--- config.mk ---
export PLATFORM = sky130hd
export DESIGN_NAME = spi_slave_crc8_frame_exchange
export DESIGN_NICKNAME = d
export VERILOG_FILES = /design/src/rtl/sscfe_pkg.sv /design/src/rtl/spi_slave_crc8_frame_exchange.sv /design/src/rtl/sscfe_ctrl.sv /design/src/rtl/sscfe_datapath.sv
export SDC_FILE = /design/constraint.sdc
export NUM_CORES = 1
export LEC_CHECK = 0
export BUFFER_PORTS_ARGS = -buffer_cell sky130_fd_sc_hd__buf_2
export CAP_MARGIN = 20
export CELL_PAD_IN_SITES_DETAIL_PLACEMENT = 1
export CELL_PAD_IN_SITES_GLOBAL_PLACEMENT = 1
export CORE_UTILIZATION = 51
export CTS_BUF_LIST = sky130_fd_sc_hd__clkbuf_16
export DETAILED_ROUTE_END_ITERATION = 10
export GPL_ROUTABILITY_DRIVEN = 0
export PLACE_DENSITY_LB_ADDON = 0.1
export RECOVER_POWER = 50
export SETUP_SLACK_MARGIN = 0.3
export SYNTH_ARGS = -nofsm -noshare
export SYNTH_HDL_FRONTEND = slang
export SYNTH_SLANG_ARGS = --single-unit
--- constraint.sdc ---
create_clock -name clk -period 8.62 [get_ports clk]
set_input_delay 1.293 -clock clk [delete_from_list [all_inputs] [get_ports clk]]
set_output_delay 1.293 -clock clk [all_outputs]
set_load 0.02 [all_outputs]
--- src/rtl/sscfe_pkg.sv ---
// sscfe_pkg: shared types, constants and crc-8 helpers for the framed spi slave
// used by sscfe_ctrl, sscfe_datapath and spi_slave_crc8_frame_exchange
`timescale 1ns / 1ps
`default_nettype none

package sscfe_pkg;

  localparam int PAYLOAD_BYTES = 12;
  localparam int FRAME_BYTES   = 14;

  localparam int STEP_MAX  = (FRAME_BYTES > PAYLOAD_BYTES) ? FRAME_BYTES : PAYLOAD_BYTES;
  localparam int STEP_W    = $clog2(STEP_MAX);
  localparam int ADDR_W    = $clog2(FRAME_BYTES);
  localparam int RX_CNT_W  = $clog2(FRAME_BYTES + 1);
  localparam int STG_W     = (PAYLOAD_BYTES > 1) ? $clog2(PAYLOAD_BYTES) : 1;

  localparam int S_TDATA_W = 16;
  localparam int M_TDATA_W = 88;

  localparam logic [7:0] CRC_POLY           = 8'h07;
  localparam logic [7:0] PUBLISH_HEADER_RST = 8'h55;
  localparam logic [7:0] ARM_HEADER_RST     = 8'h56;
  localparam logic [7:0] REPLY_HEADER_RST   = 8'hAA;

  typedef enum logic [1:0] {
    OP_BYTE  = 2'd0,
    OP_END   = 2'd1,
    OP_STAGE = 2'd2,
    OP_RSVD  = 2'd3
  } opcode_t;

  typedef enum logic [2:0] {
    ST_BYTE  = 3'd0,
    ST_PUB   = 3'd1,
    ST_ARM   = 3'd2,
    ST_BAD   = 3'd3,
    ST_SHORT = 3'd4
  } status_t;

  typedef enum logic [1:0] {
    CFG_PUBLISH = 2'd0,
    CFG_ARM     = 2'd1,
    CFG_REPLY   = 2'd2
  } cfg_reg_t;

  typedef enum logic [1:0] {
    S_IDLE = 2'd0,
    S_WALK = 2'd1,
    S_EMIT = 2'd2
  } state_t;

  typedef struct packed {
    logic do_byte;
    logic do_stage;
    logic walk_start;
    logic walk_step;
    logic emit;
  } cmd_t;

  typedef struct packed {
    logic out_free;
    logic walk_final;
    logic emit_last;
  } sts_t;

  // one byte through the msb-first crc-8 register
  function automatic logic [7:0] crc8_byte(input logic [7:0] c_in);
    logic [7:0] c;
    c = c_in;
    for (int b = 0; b < 8; b++) begin
      c = c[7] ? ((c << 1) ^ CRC_POLY) : (c << 1);
    end
    return c;
  endfunction

  function automatic logic [7:0] reset_tx_crc();
    logic [7:0] c;
    c = 8'h00;
    for (int i = 0; i < FRAME_BYTES - 1; i++) begin
      c = crc8_byte(c ^ ((i == 0) ? REPLY_HEADER_RST : 8'h00));
    end
    return c;
  endfunction

  localparam logic [7:0] TX_CRC_RST = reset_tx_crc();

endpackage

`default_nettype wire

--- src/rtl/spi_slave_crc8_frame_exchange.sv ---
// spi_slave_crc8_frame_exchange: crc-8 framed full-duplex spi slave, top level
// instantiates sscfe_ctrl and sscfe_datapath; depends on sscfe_pkg
// received byte: result in the output register next cycle; staging request: writes staging only, no result
// frame end: a walk over all FRAME_BYTES positions of the frame buffers (check and reply rebuild),
// then one result per cycle as the output is taken (PAYLOAD_BYTES results when published)
// synchronous reset: counters zero, headers to defaults, reply frame built from zero staging
`timescale 1ns / 1ps
`default_nettype none

module spi_slave_crc8_frame_exchange (
  input  wire logic                            clk,
  input  wire logic                            rst,
  input  wire logic                            s_tvalid,
  output logic                                 s_tready,
  // byte_value [7:0], reply_index [11:8], zero [15:12]
  input  wire logic [sscfe_pkg::S_TDATA_W-1:0] s_tdata,
  // opcode [1:0]
  input  wire logic [1:0]                      s_tuser,
  input  wire logic                            cfg_valid,
  output logic                                 cfg_ready,
  input  wire logic [1:0]                      cfg_index,
  input  wire logic [7:0]                      cfg_data,
  output logic                                 m_tvalid,
  input  wire logic                            m_tready,
  // tx_byte [7:0], payload_byte [15:8], payload_index [19:16],
  // good_frames [51:20], failed_frames [83:52], zero [87:84]
  output logic [sscfe_pkg::M_TDATA_W-1:0]      m_tdata,
  // status [2:0]
  output logic [2:0]                           m_tuser,
  output logic                                 m_tlast
);

  sscfe_pkg::cmd_t cmd;
  sscfe_pkg::sts_t sts;

  assign cfg_ready = 1'b1;

  sscfe_ctrl u_ctrl (
    .clk      (clk),
    .rst      (rst),
    .s_tvalid (s_tvalid),
    .s_tready (s_tready),
    .s_tuser  (s_tuser),
    .sts      (sts),
    .cmd      (cmd)
  );

  sscfe_datapath u_datapath (
    .clk       (clk),
    .rst       (rst),
    .s_tdata   (s_tdata),
    .cfg_valid (cfg_valid),
    .cfg_index (cfg_index),
    .cfg_data  (cfg_data),
    .cmd       (cmd),
    .sts       (sts),
    .m_tvalid  (m_tvalid),
    .m_tready  (m_tready),
    .m_tdata   (m_tdata),
    .m_tuser   (m_tuser),
    .m_tlast   (m_tlast)
  );

endmodule

`default_nettype wire

--- src/rtl/sscfe_ctrl.sv ---
// sscfe_ctrl: transaction sequencer for byte exchange, staging, frame-end walk and result emission
// depends on sscfe_pkg
`timescale 1ns / 1ps
`default_nettype none

module sscfe_ctrl (
  input  wire logic            clk,
  input  wire logic            rst,
  input  wire logic            s_tvalid,
  output logic                 s_tready,
  input  wire logic [1:0]      s_tuser,
  input  wire sscfe_pkg::sts_t sts,
  output sscfe_pkg::cmd_t      cmd
);

  sscfe_pkg::state_t  state;
  sscfe_pkg::state_t  state_next;
  sscfe_pkg::opcode_t opcode;

  assign opcode = sscfe_pkg::opcode_t'(s_tuser);

  always_ff @(posedge clk) begin
    if (rst) begin
      state <= sscfe_pkg::S_IDLE;
    end else begin
      state <= state_next;
    end
  end

  always_comb begin
    state_next = state;
    s_tready   = 1'b0;
    cmd        = '0;
    unique case (state)
      sscfe_pkg::S_IDLE: begin
        s_tready = sts.out_free;
        if (s_tvalid && sts.out_free) begin
          unique case (opcode)
            sscfe_pkg::OP_BYTE:  cmd.do_byte = 1'b1;
            sscfe_pkg::OP_STAGE: cmd.do_stage = 1'b1;
            sscfe_pkg::OP_END: begin
              cmd.walk_start = 1'b1;
              state_next     = sscfe_pkg::S_WALK;
            end
            sscfe_pkg::OP_RSVD: ;
          endcase
        end
      end
      sscfe_pkg::S_WALK: begin
        cmd.walk_step = 1'b1;
        if (sts.walk_final) begin
          state_next = sscfe_pkg::S_EMIT;
        end
      end
      sscfe_pkg::S_EMIT: begin
        cmd.emit = sts.out_free;
        if (sts.out_free && sts.emit_last) begin
          state_next = sscfe_pkg::S_IDLE;
        end
      end
      default: state_next = sscfe_pkg::S_IDLE;
    endcase
  end

  a_ready_idle_only: assert property (@(posedge clk) disable iff (rst)
    s_tready |-> (state == sscfe_pkg::S_IDLE && cmd.walk_step == 1'b0))
    else $error("input taken outside idle");
  a_walk_follows_start: assert property (@(posedge clk) disable iff (rst)
    cmd.walk_start |=> cmd.walk_step)
    else $error("frame-end walk did not start");
  a_one_command: assert property (@(posedge clk) disable iff (rst)
    $onehot0(cmd))
    else $error("several commands at once");

endmodule

`default_nettype wire

--- src/rtl/sscfe_datapath.sv ---
// sscfe_datapath: frame buffers, reply staging, crc walk, counters, config and output register
// depends on sscfe_pkg; driven by sscfe_ctrl commands
`timescale 1ns / 1ps
`default_nettype none

module sscfe_datapath (
  input  wire logic                            clk,
  input  wire logic                            rst,
  input  wire logic [sscfe_pkg::S_TDATA_W-1:0] s_tdata,
  input  wire logic                            cfg_valid,
  input  wire logic [1:0]                      cfg_index,
  input  wire logic [7:0]                      cfg_data,
  input  wire sscfe_pkg::cmd_t                 cmd,
  output sscfe_pkg::sts_t                      sts,
  output logic                                 m_tvalid,
  input  wire logic                            m_tready,
  output logic [sscfe_pkg::M_TDATA_W-1:0]      m_tdata,
  output logic [2:0]                           m_tuser,
  output logic                                 m_tlast
);

  localparam int STEP_W   = sscfe_pkg::STEP_W;
  localparam int ADDR_W   = sscfe_pkg::ADDR_W;
  localparam int RX_CNT_W = sscfe_pkg::RX_CNT_W;
  localparam int STG_W    = sscfe_pkg::STG_W;
  localparam int FRAME_B  = sscfe_pkg::FRAME_BYTES;
  localparam int PAYLD_B  = sscfe_pkg::PAYLOAD_BYTES;

  logic [7:0] rx_mem  [FRAME_B];
  logic [7:0] tx_mem  [FRAME_B];
  logic [7:0] stg_mem [PAYLD_B];

  logic [RX_CNT_W-1:0] rx_count;
  logic [STEP_W-1:0]   step;
  logic [7:0]          crc_rx;
  logic [7:0]          crc_tx;
  logic [7:0]          frame_hdr;
  sscfe_pkg::status_t  verdict;
  logic [31:0]         good_count;
  logic [31:0]         fail_count;
  logic [7:0]          pub_hdr;
  logic [7:0]          arm_hdr;
  logic [7:0]          rep_hdr;

  logic                out_valid;
  logic [7:0]          out_tx;
  sscfe_pkg::status_t  out_status;
  logic [7:0]          out_pb;
  logic [3:0]          out_pi;
  logic                out_last;
  logic [31:0]         out_good;
  logic [31:0]         out_fail;

  logic [7:0]          in_byte;
  logic [3:0]          in_ridx;
  logic                rx_open;
  logic [STEP_W:0]     rd_pos;
  logic                rd_ok;
  logic [7:0]          rx_rd;
  logic [STEP_W:0]     stg_pos;
  logic                stg_ok;
  logic [7:0]          bld_byte;
  logic                step_final;
  logic                crc_ok;
  sscfe_pkg::status_t  frame_verdict;
  logic                out_free;
  logic                emit_last;

  assign in_byte    = s_tdata[7:0];
  assign in_ridx    = s_tdata[11:8];
  assign rx_open    = rx_count < RX_CNT_W'(FRAME_B);
  assign rd_pos     = cmd.emit ? ({1'b0, step} + (STEP_W + 1)'(1)) : {1'b0, step};
  assign rd_ok      = rd_pos < (STEP_W + 1)'(FRAME_B);
  assign rx_rd      = rx_mem[rd_pos[ADDR_W-1:0]];
  assign stg_pos    = {1'b0, step} - (STEP_W + 1)'(1);
  assign stg_ok     = (step != '0) && (stg_pos < (STEP_W + 1)'(PAYLD_B));
  assign step_final = step == STEP_W'(FRAME_B - 1);
  assign crc_ok     = crc_rx == rx_rd;
  assign out_free   = !out_valid || m_tready;
  assign emit_last  = (verdict != sscfe_pkg::ST_PUB) || (step == STEP_W'(PAYLD_B - 1));

  always_comb begin
    if (step == '0) begin
      bld_byte = rep_hdr;
    end else if (stg_ok) begin
      bld_byte = stg_mem[stg_pos[STG_W-1:0]];
    end else begin
      bld_byte = 8'h00;
    end
  end

  always_comb begin
    priority if (rx_open) begin
      frame_verdict = sscfe_pkg::ST_SHORT;
    end else if (crc_ok && frame_hdr == pub_hdr) begin
      frame_verdict = sscfe_pkg::ST_PUB;
    end else if (crc_ok && frame_hdr == arm_hdr) begin
      frame_verdict = sscfe_pkg::ST_ARM;
    end else begin
      frame_verdict = sscfe_pkg::ST_BAD;
    end
  end

  assign sts.out_free   = out_free;
  assign sts.walk_final = step_final;
  assign sts.emit_last  = emit_last;

  // received frame: no reset; a short frame is walked too, but its verdict is then short
  always_ff @(posedge clk) begin
    if (cmd.do_byte && rx_open) begin
      rx_mem[rx_count[ADDR_W-1:0]] <= in_byte;
    end
  end

  always_ff @(posedge clk) begin
    if (rst) begin
      rx_count   <= '0;
      step       <= '0;
      crc_rx     <= 8'h00;
      crc_tx     <= 8'h00;
      verdict    <= sscfe_pkg::ST_BYTE;
      good_count <= '0;
      fail_count <= '0;
      pub_hdr    <= sscfe_pkg::PUBLISH_HEADER_RST;
      arm_hdr    <= sscfe_pkg::ARM_HEADER_RST;
      rep_hdr    <= sscfe_pkg::REPLY_HEADER_RST;
      out_valid  <= 1'b0;
      for (int i = 0; i < PAYLD_B; i++) begin
        stg_mem[i] <= 8'h00;
      end
      for (int i = 0; i < FRAME_B; i++) begin
        tx_mem[i] <= (i == 0) ? sscfe_pkg::REPLY_HEADER_RST :
                     (i == FRAME_B - 1) ? sscfe_pkg::TX_CRC_RST : 8'h00;
      end
    end else begin
      if (cfg_valid) begin
        unique case (cfg_index)
          sscfe_pkg::CFG_PUBLISH: pub_hdr <= cfg_data;
          sscfe_pkg::CFG_ARM:     arm_hdr <= cfg_data;
          sscfe_pkg::CFG_REPLY:   rep_hdr <= cfg_data;
          default: ;
        endcase
      end

      if (cmd.do_stage && int'(in_ridx) < PAYLD_B) begin
        stg_mem[STG_W'(in_ridx)] <= in_byte;
      end

      if (cmd.do_byte) begin
        if (rx_open) begin
          rx_count <= rx_count + RX_CNT_W'(1);
        end
        out_tx     <= rx_open ? tx_mem[rx_count[ADDR_W-1:0]] : 8'h00;
        out_status <= sscfe_pkg::ST_BYTE;
        out_pb     <= 8'h00;
        out_pi     <= 4'h0;
        out_last   <= 1'b1;
        out_good   <= good_count;
        out_fail   <= fail_count;
      end

      if (cmd.walk_start) begin
        step   <= '0;
        crc_rx <= 8'h00;
        crc_tx <= 8'h00;
      end

      // check the received frame and rebuild the reply in one pass
      if (cmd.walk_step) begin
        if (step == '0) begin
          frame_hdr <= rx_rd;
        end
        if (step_final) begin
          tx_mem[step[ADDR_W-1:0]] <= crc_tx;
          step     <= '0;
          rx_count <= '0;
          verdict  <= frame_verdict;
          if (frame_verdict == sscfe_pkg::ST_PUB) begin
            good_count <= good_count + 32'd1;
          end else if (frame_verdict != sscfe_pkg::ST_ARM) begin
            fail_count <= fail_count + 32'd1;
          end
        end else begin
          tx_mem[step[ADDR_W-1:0]] <= bld_byte;
          crc_rx <= sscfe_pkg::crc8_byte(crc_rx ^ rx_rd);
          crc_tx <= sscfe_pkg::crc8_byte(crc_tx ^ bld_byte);
          step   <= step + STEP_W'(1);
        end
      end

      if (cmd.emit) begin
        out_tx     <= 8'h00;
        out_status <= verdict;
        out_pb     <= (verdict == sscfe_pkg::ST_PUB && rd_ok) ? rx_rd : 8'h00;
        out_pi     <= (verdict == sscfe_pkg::ST_PUB) ? step[3:0] : 4'h0;
        out_last   <= emit_last;
        out_good   <= good_count;
        out_fail   <= fail_count;
        step       <= step + STEP_W'(1);
      end

      if (cmd.do_byte || cmd.emit) begin
        out_valid <= 1'b1;
      end else if (m_tready) begin
        out_valid <= 1'b0;
      end
    end
  end

  assign m_tvalid = out_valid;
  assign m_tuser  = out_status;
  assign m_tlast  = out_last;
  assign m_tdata  = {4'h0, out_fail, out_good, out_pi, out_pb, out_tx};

  a_rx_bound: assert property (@(posedge clk) disable iff (rst)
    rx_count <= RX_CNT_W'(FRAME_B))
    else $error("receive count beyond frame length");
  a_no_overwrite: assert property (@(posedge clk) disable iff (rst)
    (cmd.do_byte || cmd.emit) |-> out_free)
    else $error("output register overwritten before transaction");
  a_walk_end: assert property (@(posedge clk) disable iff (rst)
    (cmd.walk_step && step_final) |=> (rx_count == '0 && step == '0))
    else $error("frame end did not restart reception");

endmodule

`default_nettype wire
==> results.json, run 1 <==
{
  "worstMarginPinSlew_ps": 3950,
  "hp-class": "flop to flop",
  "fillers": 4598,
  "synth_area_um2": 24300,
  "clockPowerShare": 0.400,
  "crit_path_end_kind": "flop",
  "yosysTopAreaCellShare": 0.533,
  "p_switching_uw": 1280,
  "finalSetupViolCount": 0,
  "slew_viol_final": 230,
  "start_util": 0.520,
  "cts_setup_buffers": 0,
  "coreArea_um2": 46800,
  "die_w_um": 220,
  "yosysTopAreaCell": "edfxtp_1",
  "finalCritPeriodShare": 0.831,
  "syn_inst": 1816,
  "seq_power_share": 0.530,
  "worst_skew_pair.late_latency_ps": 620,
  "cts_resized": 0,
  "drv_cap": 4,
  "drc": 28,
  "synthFlopType": "edfxtp_1",
  "critical_path_class": "primary input to flop",
  "cts.hold.buffers_added": 0,
  "start_kind": "primary input",
  "cts_buffers": 56,
  "finalCriticalPeriod_ps": 7160,
  "num_rows": 79,
  "post-place-cells": 2468,
  "grt_pass1_wl_um": 95400,
  "maxSlewHeadroom": -1.63,
  "p_sw_frac": 0.232,
  "multi_input_area_um2": 8380,
  "required_ps": 8740,
  "grt-ovfl-total": 0,
  "power_frac_comb": 0.070,
  "synth_area_leaders": "edfxtp_1, dfxtp_1, mux4_2, nor2_1, and2_1",
  "clockBufferDepth": 3,
  "rsz0062_at_grt": "no",
  "io_pins": 128,
  "hold_viol_final": 0,
  "root_buffer": "clkbuf_16",
  "power.density_nw_per_um2": 206,
  "drt_iter0_markers": 1146,
  "grtUsageTotal": 0.263,
  "outcome": "finished with violations",
  "cts.sinks": 550,
  "critPathMaxFanout": 73,
  "die-area_um2": 48600,
  "ant_nets": 0,
  "synth_seq_cells": 550,
  "antenna_found_initial": 1,
  "final_cells": 2580,
  "detail_route.vias_per_cell": 5.94,
  "max_freq_ghz": 0.140,
  "cp.arrival_ps": 7280,
  "wl_per_cell_um": 24.3,
  "power.internal_uw": 4260,
  "synth-edff-count": 432,
  "drive_gt1_frac": 0.123,
  "grt_pass1_vias": 15900,
  "ys_seq_area_frac": 0.630,
  "synth.most_common_cell": "edfxtp_1",
  "grt_max_degree": 89,
  "cts.htree.levels": 2,
  "area_growth_pct": 10.6,
  "yosysWarnings": 0,
  "dpl.hpwl_um": 41900,
  "routed_wl_um": 62800,
  "violations": "design-rule violations, max-capacitance violations, max-slew violations",
  "peakVddDrop_mv": 0.175,
  "avgSynthCellArea_um2": 13.4,
  "dieHeight_um": 220,
  "synthDistinctLibCells": 89,
  "final_nets": 1967,
  "path_clk_slew_ps": 60,
  "synth_common_cells": "edfxtp_1, nor2_1, and2_1",
  "vias": 15300,
  "io_buffers": 118,
  "skew_ps": 29.3,
  "ff_latch_area_um2": 15300,
  "leakage_uw": 0.00887,
  "tns_ps": 0,
  "async_flop_share": 0,
  "cts_tree": "done",
  "firstDrtPassIters": 8
}
registers in the layout (all words and copies together) (netlist names), 32 cells and up:
signal                 count
u_datapath.fail_count     32
u_datapath.good_count     32
u_datapath.out_fail       32
u_datapath.out_good       32
u_datapath.rx_mem        112
u_datapath.stg_mem        96
u_datapath.tx_mem        128
path summary, 6_finish.rpt:
check	from	to	slack, ps	cells after the start
worst max register to register	u_datapath.m_tvalid$_SDFFE_PP0P_	u_datapath.out_fail[30]$_DFFE_PP_	1860	8
worst max-delay path	m_tready	u_datapath.out_fail[30]$_DFFE_PP_	1460	9
worst min-delay path	u_datapath.fail_count[31]$_SDFFE_PP0P_	u_datapath.out_fail[31]$_DFFE_PP_	460	0
worst min register to register	u_datapath.fail_count[31]$_SDFFE_PP0P_	u_datapath.out_fail[31]$_DFFE_PP_	460	0
kinds of logic (layout without fill, tap and decap cells):
group	count (synthesis)	in the layout	share of synthesized area
simple gates	689	689	0.149
flops	550	550	0.630
compound gates	190	190	0.0532
buf+inv	142	292	0.0267
mux	129	129	0.0971
xor+xnor	101	101	0.0370
fa+ha+maj	13	13	0.00669
other cells	2	9	0.000309
routing by layer:
| metal | share of wire | track usage | up-vias | wire (µm) |
|---|---|---|---|---|
| met4 | 0.022 | 0.0726 | 0 | 1370 |
| met2 | 0.50 | 0.444 | 422 | 31100 |
| met1 | 0.43 | 0.360 | 7879 | 27000 |
| met3 | 0.052 | 0.0315 | 91 | 3290 |
| li1 | - | - | 6941 | - |
| met5 | 0 | 0 | - | 0 |
layout make-up:
cell class / count / share of cell area
diodes: 4 / 0.000372
clock inverters: 48 / 0.00762
flip-flops and latches: 550 / 0.570
inverters: 44 / 0.00614
multi-input cells: 1127 / 0.311
clock buffers: 58 / 0.0539
repair buffers: 142 / 0.0228
well taps: 607 / 0.0282
power groups by stage:
stage / Combinational (µW) / Clock, µW / Sequential, µW
after CTS: 391 / 2250 / 2930
after global placement: 378 / 0 / 2990
after floorplan: 264 / 0 / 2990
final: 386 / 2220 / 2940
after global routing: 417 / 2340 / 2940
after detailed placement: 388 / 0 / 2990
stage by stage:
stage | util | worst slack, ps | power (µW) | instance area, µm² | hold WS (ps)
2_1_floorplan | - | 994 | 3250 | 24300 | 406
3_3_place_gp | 0.543 | 2240 | 3360 | 25400 | 433
3_5_place_dp | 0.543 | 2180 | 3380 | 25400 | 433
4_1_cts | 0.579 | 2150 | 5580 | 27100 | 455
5_1_grt | 0.576 | 911 | 5700 | 26900 | 479
6_report | 0.576 | 1460 | 5540 | 26900 | 456
cell usage in the layout, fill, tap and decap left out, types with 13 or more instances in the layout:
cell       synthesis  routed
or3_1             17      17
or2_2             15      14
nand2_1           78      78
clkbuf_1          59     109
edfxtp_1         432     432
nand4_1           18      18
and3_1            28      28
dfxtp_1          118     116
inv_1             43      62
nor2b_1           13      13
buf_2             12      17
mux2i_1           41      41
clkbuf_16          0      58
a21oi_1           58      57
nand2b_1          27      27
mux4_2            85      85
xor2_1            33      33
buf_4             13      16
xnor2_1           67      67
and2_1           119     106
nand3_1           43      43
nor2_1           222     222
nor4_1            18      18
clkinv_1           0      18
nor3_1            33      33
o21ai_0           32      32
and2_0             1      14
critical path, stage by stage:
cell and delay (ps):
clkbuf_1 170, nor2b_1 100, clkbuf_1 420, nor3_1 660
nand2_1 210, or3_1 520, a21oi_4 200, clkbuf_1 790
clkbuf_1 2820
Note: power is estimated with default switching activity, not from simulation.
==> run 2, diff against run 1 <==
==> constraint.sdc (replaced) <==
create_clock -name clk -period 6.6 [get_ports clk]
set_input_delay 0.99 -clock clk [delete_from_list [all_inputs] [get_ports clk]]
set_output_delay 0.99 -clock clk [all_outputs]
set_load 0.02 [all_outputs]
==> results.json, run 2 (synthesis gave the netlist of run 1 again) <==
{
  "cp_top_family": "buffers and inverters",
  "worstMarginPinSlew_ps": 3920,
  "worst_skew_pair.late_latency_ps": 610,
  "grt_pass1_wl_um": 95500,
  "dpl.hpwl_um": 42300,
  "cp_slowest_cell": "clkbuf_1",
  "hold_viol_final": 0,
  "antenna_found_initial": 0,
  "drc": 22,
  "startpoint": "rst",
  "multi_input_area_um2": 8380,
  "final_nets": 1978,
  "cts_buffers": 57,
  "grt_max_degree": 89,
  "io_buffers": 118,
  "fin_area_um2": 27200,
  "largest_register": "u_datapath.tx_mem",
  "met1_usage": 0.350,
  "cts_setup_buffers": 0,
  "required_ps": 6940,
  "critical_path_class": "primary input to flop",
  "clockPowerShare": 0.424,
  "firstDrtPassIters": 8,
  "leakage_uw": 0.00902,
  "detail_route.vias_per_cell": 5.94,
  "power.density_nw_per_um2": 277,
  "timing.critical_path.mode_cell": "nor2_1",
  "ant_nets": 0,
  "path_cells": "clkbuf_2 > clkbuf_1 > nand2b_1 > nor2_1 > a21oi_1 > buf_4 > nor2_1",
  "final_common_cell": "edfxtp_1",
  "cts.sinks": 550,
  "rsz0062_at_grt": "no",
  "largest_register_ffs": 128,
  "layout_common_cells": "edfxtp_1, nor2_1, dfxtp_1",
  "start_kind": "primary input",
  "finalSetupViolCount": 0,
  "grt_pass1_vias": 15900,
  "worstReg2RegStart": "u_ctrl.state[0]$_SDFFE_PP0P_",
  "hold_start": "u_datapath.fail_count[31]$_SDFFE_PP0P_",
  "start_util": 0.520,
  "io_pins": 128,
  "die-area_um2": 48600,
  "use_met2": 0.444,
  "cp.arrival_ps": 6100,
  "cp_num_buf_inv": 3,
  "cts_tree": "done",
  "outcome": "finished with violations",
  "drive_gt1_frac": 0.135,
  "seq_power_share": 0.509,
  "wl_per_cell_um": 24.4,
  "root_buffer": "clkbuf_16",
  "p_sw_frac": 0.225,
  "drv_cap": 4,
  "max_freq_ghz": 0.174,
  "clockBufferDepth": 3,
  "finalPower_uw": 7530,
  "num_rows": 79,
  "cts.htree.levels": 2,
  "use_met3": 0.0503,
  "finalCriticalPeriod_ps": 5750,
  "maxSlewHeadroom": -1.61,
  "top_usage_layer": "met2",
  "cts.hold.buffers_added": 0,
  "finalCritPeriodShare": 0.872,
  "crit_path_end_kind": "flop",
  "cts_resized": 0,
  "coreArea_um2": 46800,
  "max_stage_delay_ps": 2820,
  "routed_wl_um": 63100,
  "area_growth_pct": 11.9,
  "power.internal_uw": 5840,
  "power_frac_comb": 0.068,
  "slew_viol_final": 186,
  "fillers": 4561,
  "vias": 15400,
  "tns_ps": 0,
  "path_clk_slew_ps": 60,
  "peakVddDrop_mv": 0.250,
  "grt-ovfl-total": 0,
  "place_area_um2": 25500,
  "place_ws_ps": 873,
  "violations": "design-rule violations, max-capacitance violations, max-slew violations",
  "critPathMaxFanout": 87,
  "fin_ws_ps": 847,
  "ff_latch_area_um2": 15300,
  "hp-class": "flop to flop",
  "die_w_um": 220,
  "drt_iter0_markers": 1185,
  "dieHeight_um": 220,
  "grtUsageTotal": 0.265,
  "p_switching_uw": 1700,
  "fin_hold_ws_ps": 443,
  "skew_ps": 10.5
}
## run 2: final timing paths
| check | slack (ps) | to | cells after the start |
|---|---|---|---|
| worst max-delay path | 850 | u_datapath.tx_mem[0][6]$_SDFFCE_PN0P_ | 7 |
| worst min-delay path | 440 | u_datapath.out_fail[31]$_DFFE_PP_ | 0 |
| worst max register to register | 1030 | u_datapath.good_count[26]$_SDFFE_PP0P_ | 15 |
| worst min register to register | 440 | u_datapath.out_fail[31]$_DFFE_PP_ | 0 |
## run 2: power by group through the flow
stage	Combinational [µW]	Sequential [µW]	Clock, µW
after floorplan	345	3900	0
after global placement	501	3900	0
after detailed placement	513	3900	0
after CTS	518	3830	3240
after global routing	550	3840	3360
final	511	3830	3190
## run 2: per-stage QoR
step                utilization  cells
floorplan                     -   1819
global placement          0.546   2480
detailed placement        0.546   2480
CTS                       0.585   2587
global route              0.582   2587
finish                    0.582   2589
## run 2: metal layers
metal	routed length, µm	vias up
li1	-	6963
met1	26800	7877
met2	31200	418
met3	3550	118
met4	1620	0
met5	0	-
## run 2: cell type report
| type | count | area share |
|---|---|---|
| Sequential cell | 550 | 0.564 |
| Multi-Input combinational cell | 1127 | 0.308 |
| Clock buffer | 61 | 0.0561 |
| Tap cell | 607 | 0.0279 |
| Timing Repair Buffer | 152 | 0.0263 |
| Clock inverter | 46 | 0.0121 |
| Inverter | 44 | 0.00607 |
| Antenna cell | 2 | 0.000184 |
==> run 3, diff against run 2 <==
--- a/config.mk
+++ b/config.mk
@@ -9,6 +9,7 @@
 export CAP_MARGIN = 20
 export CELL_PAD_IN_SITES_DETAIL_PLACEMENT = 1
 export CELL_PAD_IN_SITES_GLOBAL_PLACEMENT = 1
+export CORE_ASPECT_RATIO = 2
 export CORE_UTILIZATION = 51
 export CTS_BUF_LIST = sky130_fd_sc_hd__clkbuf_16
 export DETAILED_ROUTE_END_ITERATION = 10
==> constraint.sdc (replaced) <==
create_clock -name clk -period 6.6 [get_ports clk]
set_input_delay 0.66 -clock clk [delete_from_list [all_inputs] [get_ports clk]]
set_output_delay 0.66 -clock clk [all_outputs]
set_load 0.02 [all_outputs]
==> results.json, run 3 (synthesis gave the netlist of run 1 again) <==
{
  "fin_hold_ws_ps": 327,
  "multi_input_area_um2": 8370,
  "start_util": 0.520,
  "dpl.hpwl_um": 47000,
  "grt-ovfl-total": 0,
  "largest_register": "u_datapath.tx_mem",
  "antenna_cells": 0,
  "tns_ps": 0,
  "start_kind": "flop",
  "crit_path_end_kind": "flop",
  "cts.hold.buffers_added": 0,
  "finalCritPeriodShare": 0.867,
  "cp.arrival_ps": 6170,
  "hold_start": "cfg_data[4]",
  "final_common_cell": "edfxtp_1",
  "firstDrtPassIters": 4,
  "place_area_um2": 25500,
  "outcome": "finished with violations",
  "drt_iter0_markers": 863,
  "root_buffer": "clkbuf_16",
  "worst_skew_pair.late_latency_ps": 590,
  "layout_common_cells": "edfxtp_1, nor2_1, dfxtp_1",
  "num_rows": 112,
  "leakage_uw": 0.00880,
  "cts.sinks": 550,
  "r2r_cells": 18,
  "grt_pass1_vias": 16400,
  "finalCriticalPeriod_ps": 5720,
  "drv_cap": 5,
  "final_core_util": 0.573,
  "hold_viol_final": 0,
  "grt_pass1_wl_um": 96600,
  "finalSetupViolCount": 0,
  "critical_path_class": "flop to flop",
  "grt_max_degree": 76,
  "cts_buffers": 48,
  "rsz0062_at_grt": "no",
  "io_pins": 128,
  "largest_register_ffs": 128,
  "drive_gt1_frac": 0.125,
  "violations": "max-capacitance violations, max-slew violations",
  "fin_ws_ps": 881,
  "dieHeight_um": 311,
  "critPathMaxFanout": 24,
  "required_ps": 7050,
  "ff_latch_area_um2": 15300,
  "wl_per_cell_um": 24.4,
  "ant_nets": 0,
  "die-area_um2": 48600,
  "drc": 0,
  "power.density_nw_per_um2": 265,
  "grtUsageTotal": 0.267,
  "startpoint": "u_datapath.step[0]$_SDFFE_PP0P_",
  "vias": 15100,
  "holdPathStages": 2,
  "peakVddDrop_mv": 0.243,
  "clockBufferDepth": 3,
  "path_clk_slew_ps": 70,
  "antenna_found_initial": 0,
  "cts_setup_buffers": 0,
  "fin_area_um2": 26800,
  "slew_viol_final": 201,
  "worstReg2RegStart": "u_datapath.step[0]$_SDFFE_PP0P_",
  "skew_ps": 30.2,
  "fillers": 4713,
  "cts.htree.levels": 2,
  "cts_resized": 0,
  "worstMarginPinSlew_ps": 3360,
  "cts_tree": "done",
  "maxSlewHeadroom": -1.24,
  "routed_wl_um": 63100,
  "place_ws_ps": 929,
  "area_growth_pct": 10.3,
  "coreArea_um2": 46800,
  "die_w_um": 156,
  "detail_route.vias_per_cell": 5.84,
  "io_buffers": 118,
  "max_freq_ghz": 0.175,
  "final_nets": 1965,
  "hp-class": "primary input to flop"
}
## run 3: changes by cell type in the layout (fill, tap and decap cells not counted), moves of 4 or more
cell       before  now
and2_0          6   21
and2_1        114   99
clkbuf_16      61   49
clkinv_1       17    9
buf_4          28   22
clkbuf_1      103  107
## run 3: final cells by class
cell class,count,area share
Clock inverter,39,0.0109
Multi-Input combinational cell,1127,0.312
Clock buffer,49,0.0457
Tap cell,627,0.0292
Sequential cell,550,0.571
Timing Repair Buffer,148,0.0247
Inverter,44,0.00615
## run 3: worst max-delay path, stage by stage, from the launching register on
cell and delay (ps):
dfxtp_1 370, buf_4 420, ha_1 610, inv_1 250
o31ai_1 590, nand2_2 280, nand3_1 130, o21ai_0 90
o21ai_0 430, xor2_1 340, inv_1 90, ha_1 200
nand3_1 250, o21bai_2 270, a211oi_4 70, buf_4 220
nor3_1 470, nand3_1 160, mux2_1 330
## run 3: path summary, 6_finish.rpt
check                                           end  slack, ps
min reg2reg       u_datapath.out_fail[31]$_DFFE_PP_        440
max          u_datapath.fail_count[27]$_SDFFE_PP0P_        880
max reg2reg  u_datapath.fail_count[27]$_SDFFE_PP0P_        880
min              u_datapath.pub_hdr[4]$_SDFFE_PP1P_        330
## run 3: per-stage QoR
stage | power (µW) | instances
floorplan | 4250 | 1819
global placement | 4410 | 2496
detailed placement | 4430 | 2496
CTS | 7170 | 2584
global route | 7300 | 2584
finish | 7120 | 2584
## run 3: report_power, final
part           total, µW  leakage [µW]  switching, µW  internal (µW)
Sequential          3830       0.00507           35.8           3790
Clock               2770      0.000789           1260           1510
Combinational        514       0.00294            327            187
Total               7120       0.00880           1630           5490
## run 3: per-layer routing
metal | wire [µm] | vias to the layer above | GRT usage | share of wire
met5 | 0 | - | 0 | 0
met4 | 3710 | 0 | 0.147 | 0.059
met3 | 1890 | 162 | 0.0255 | 0.030
met2 | 36700 | 389 | 0.536 | 0.58
met1 | 20800 | 7639 | 0.257 | 0.33
li1 | - | 6892 | - | -
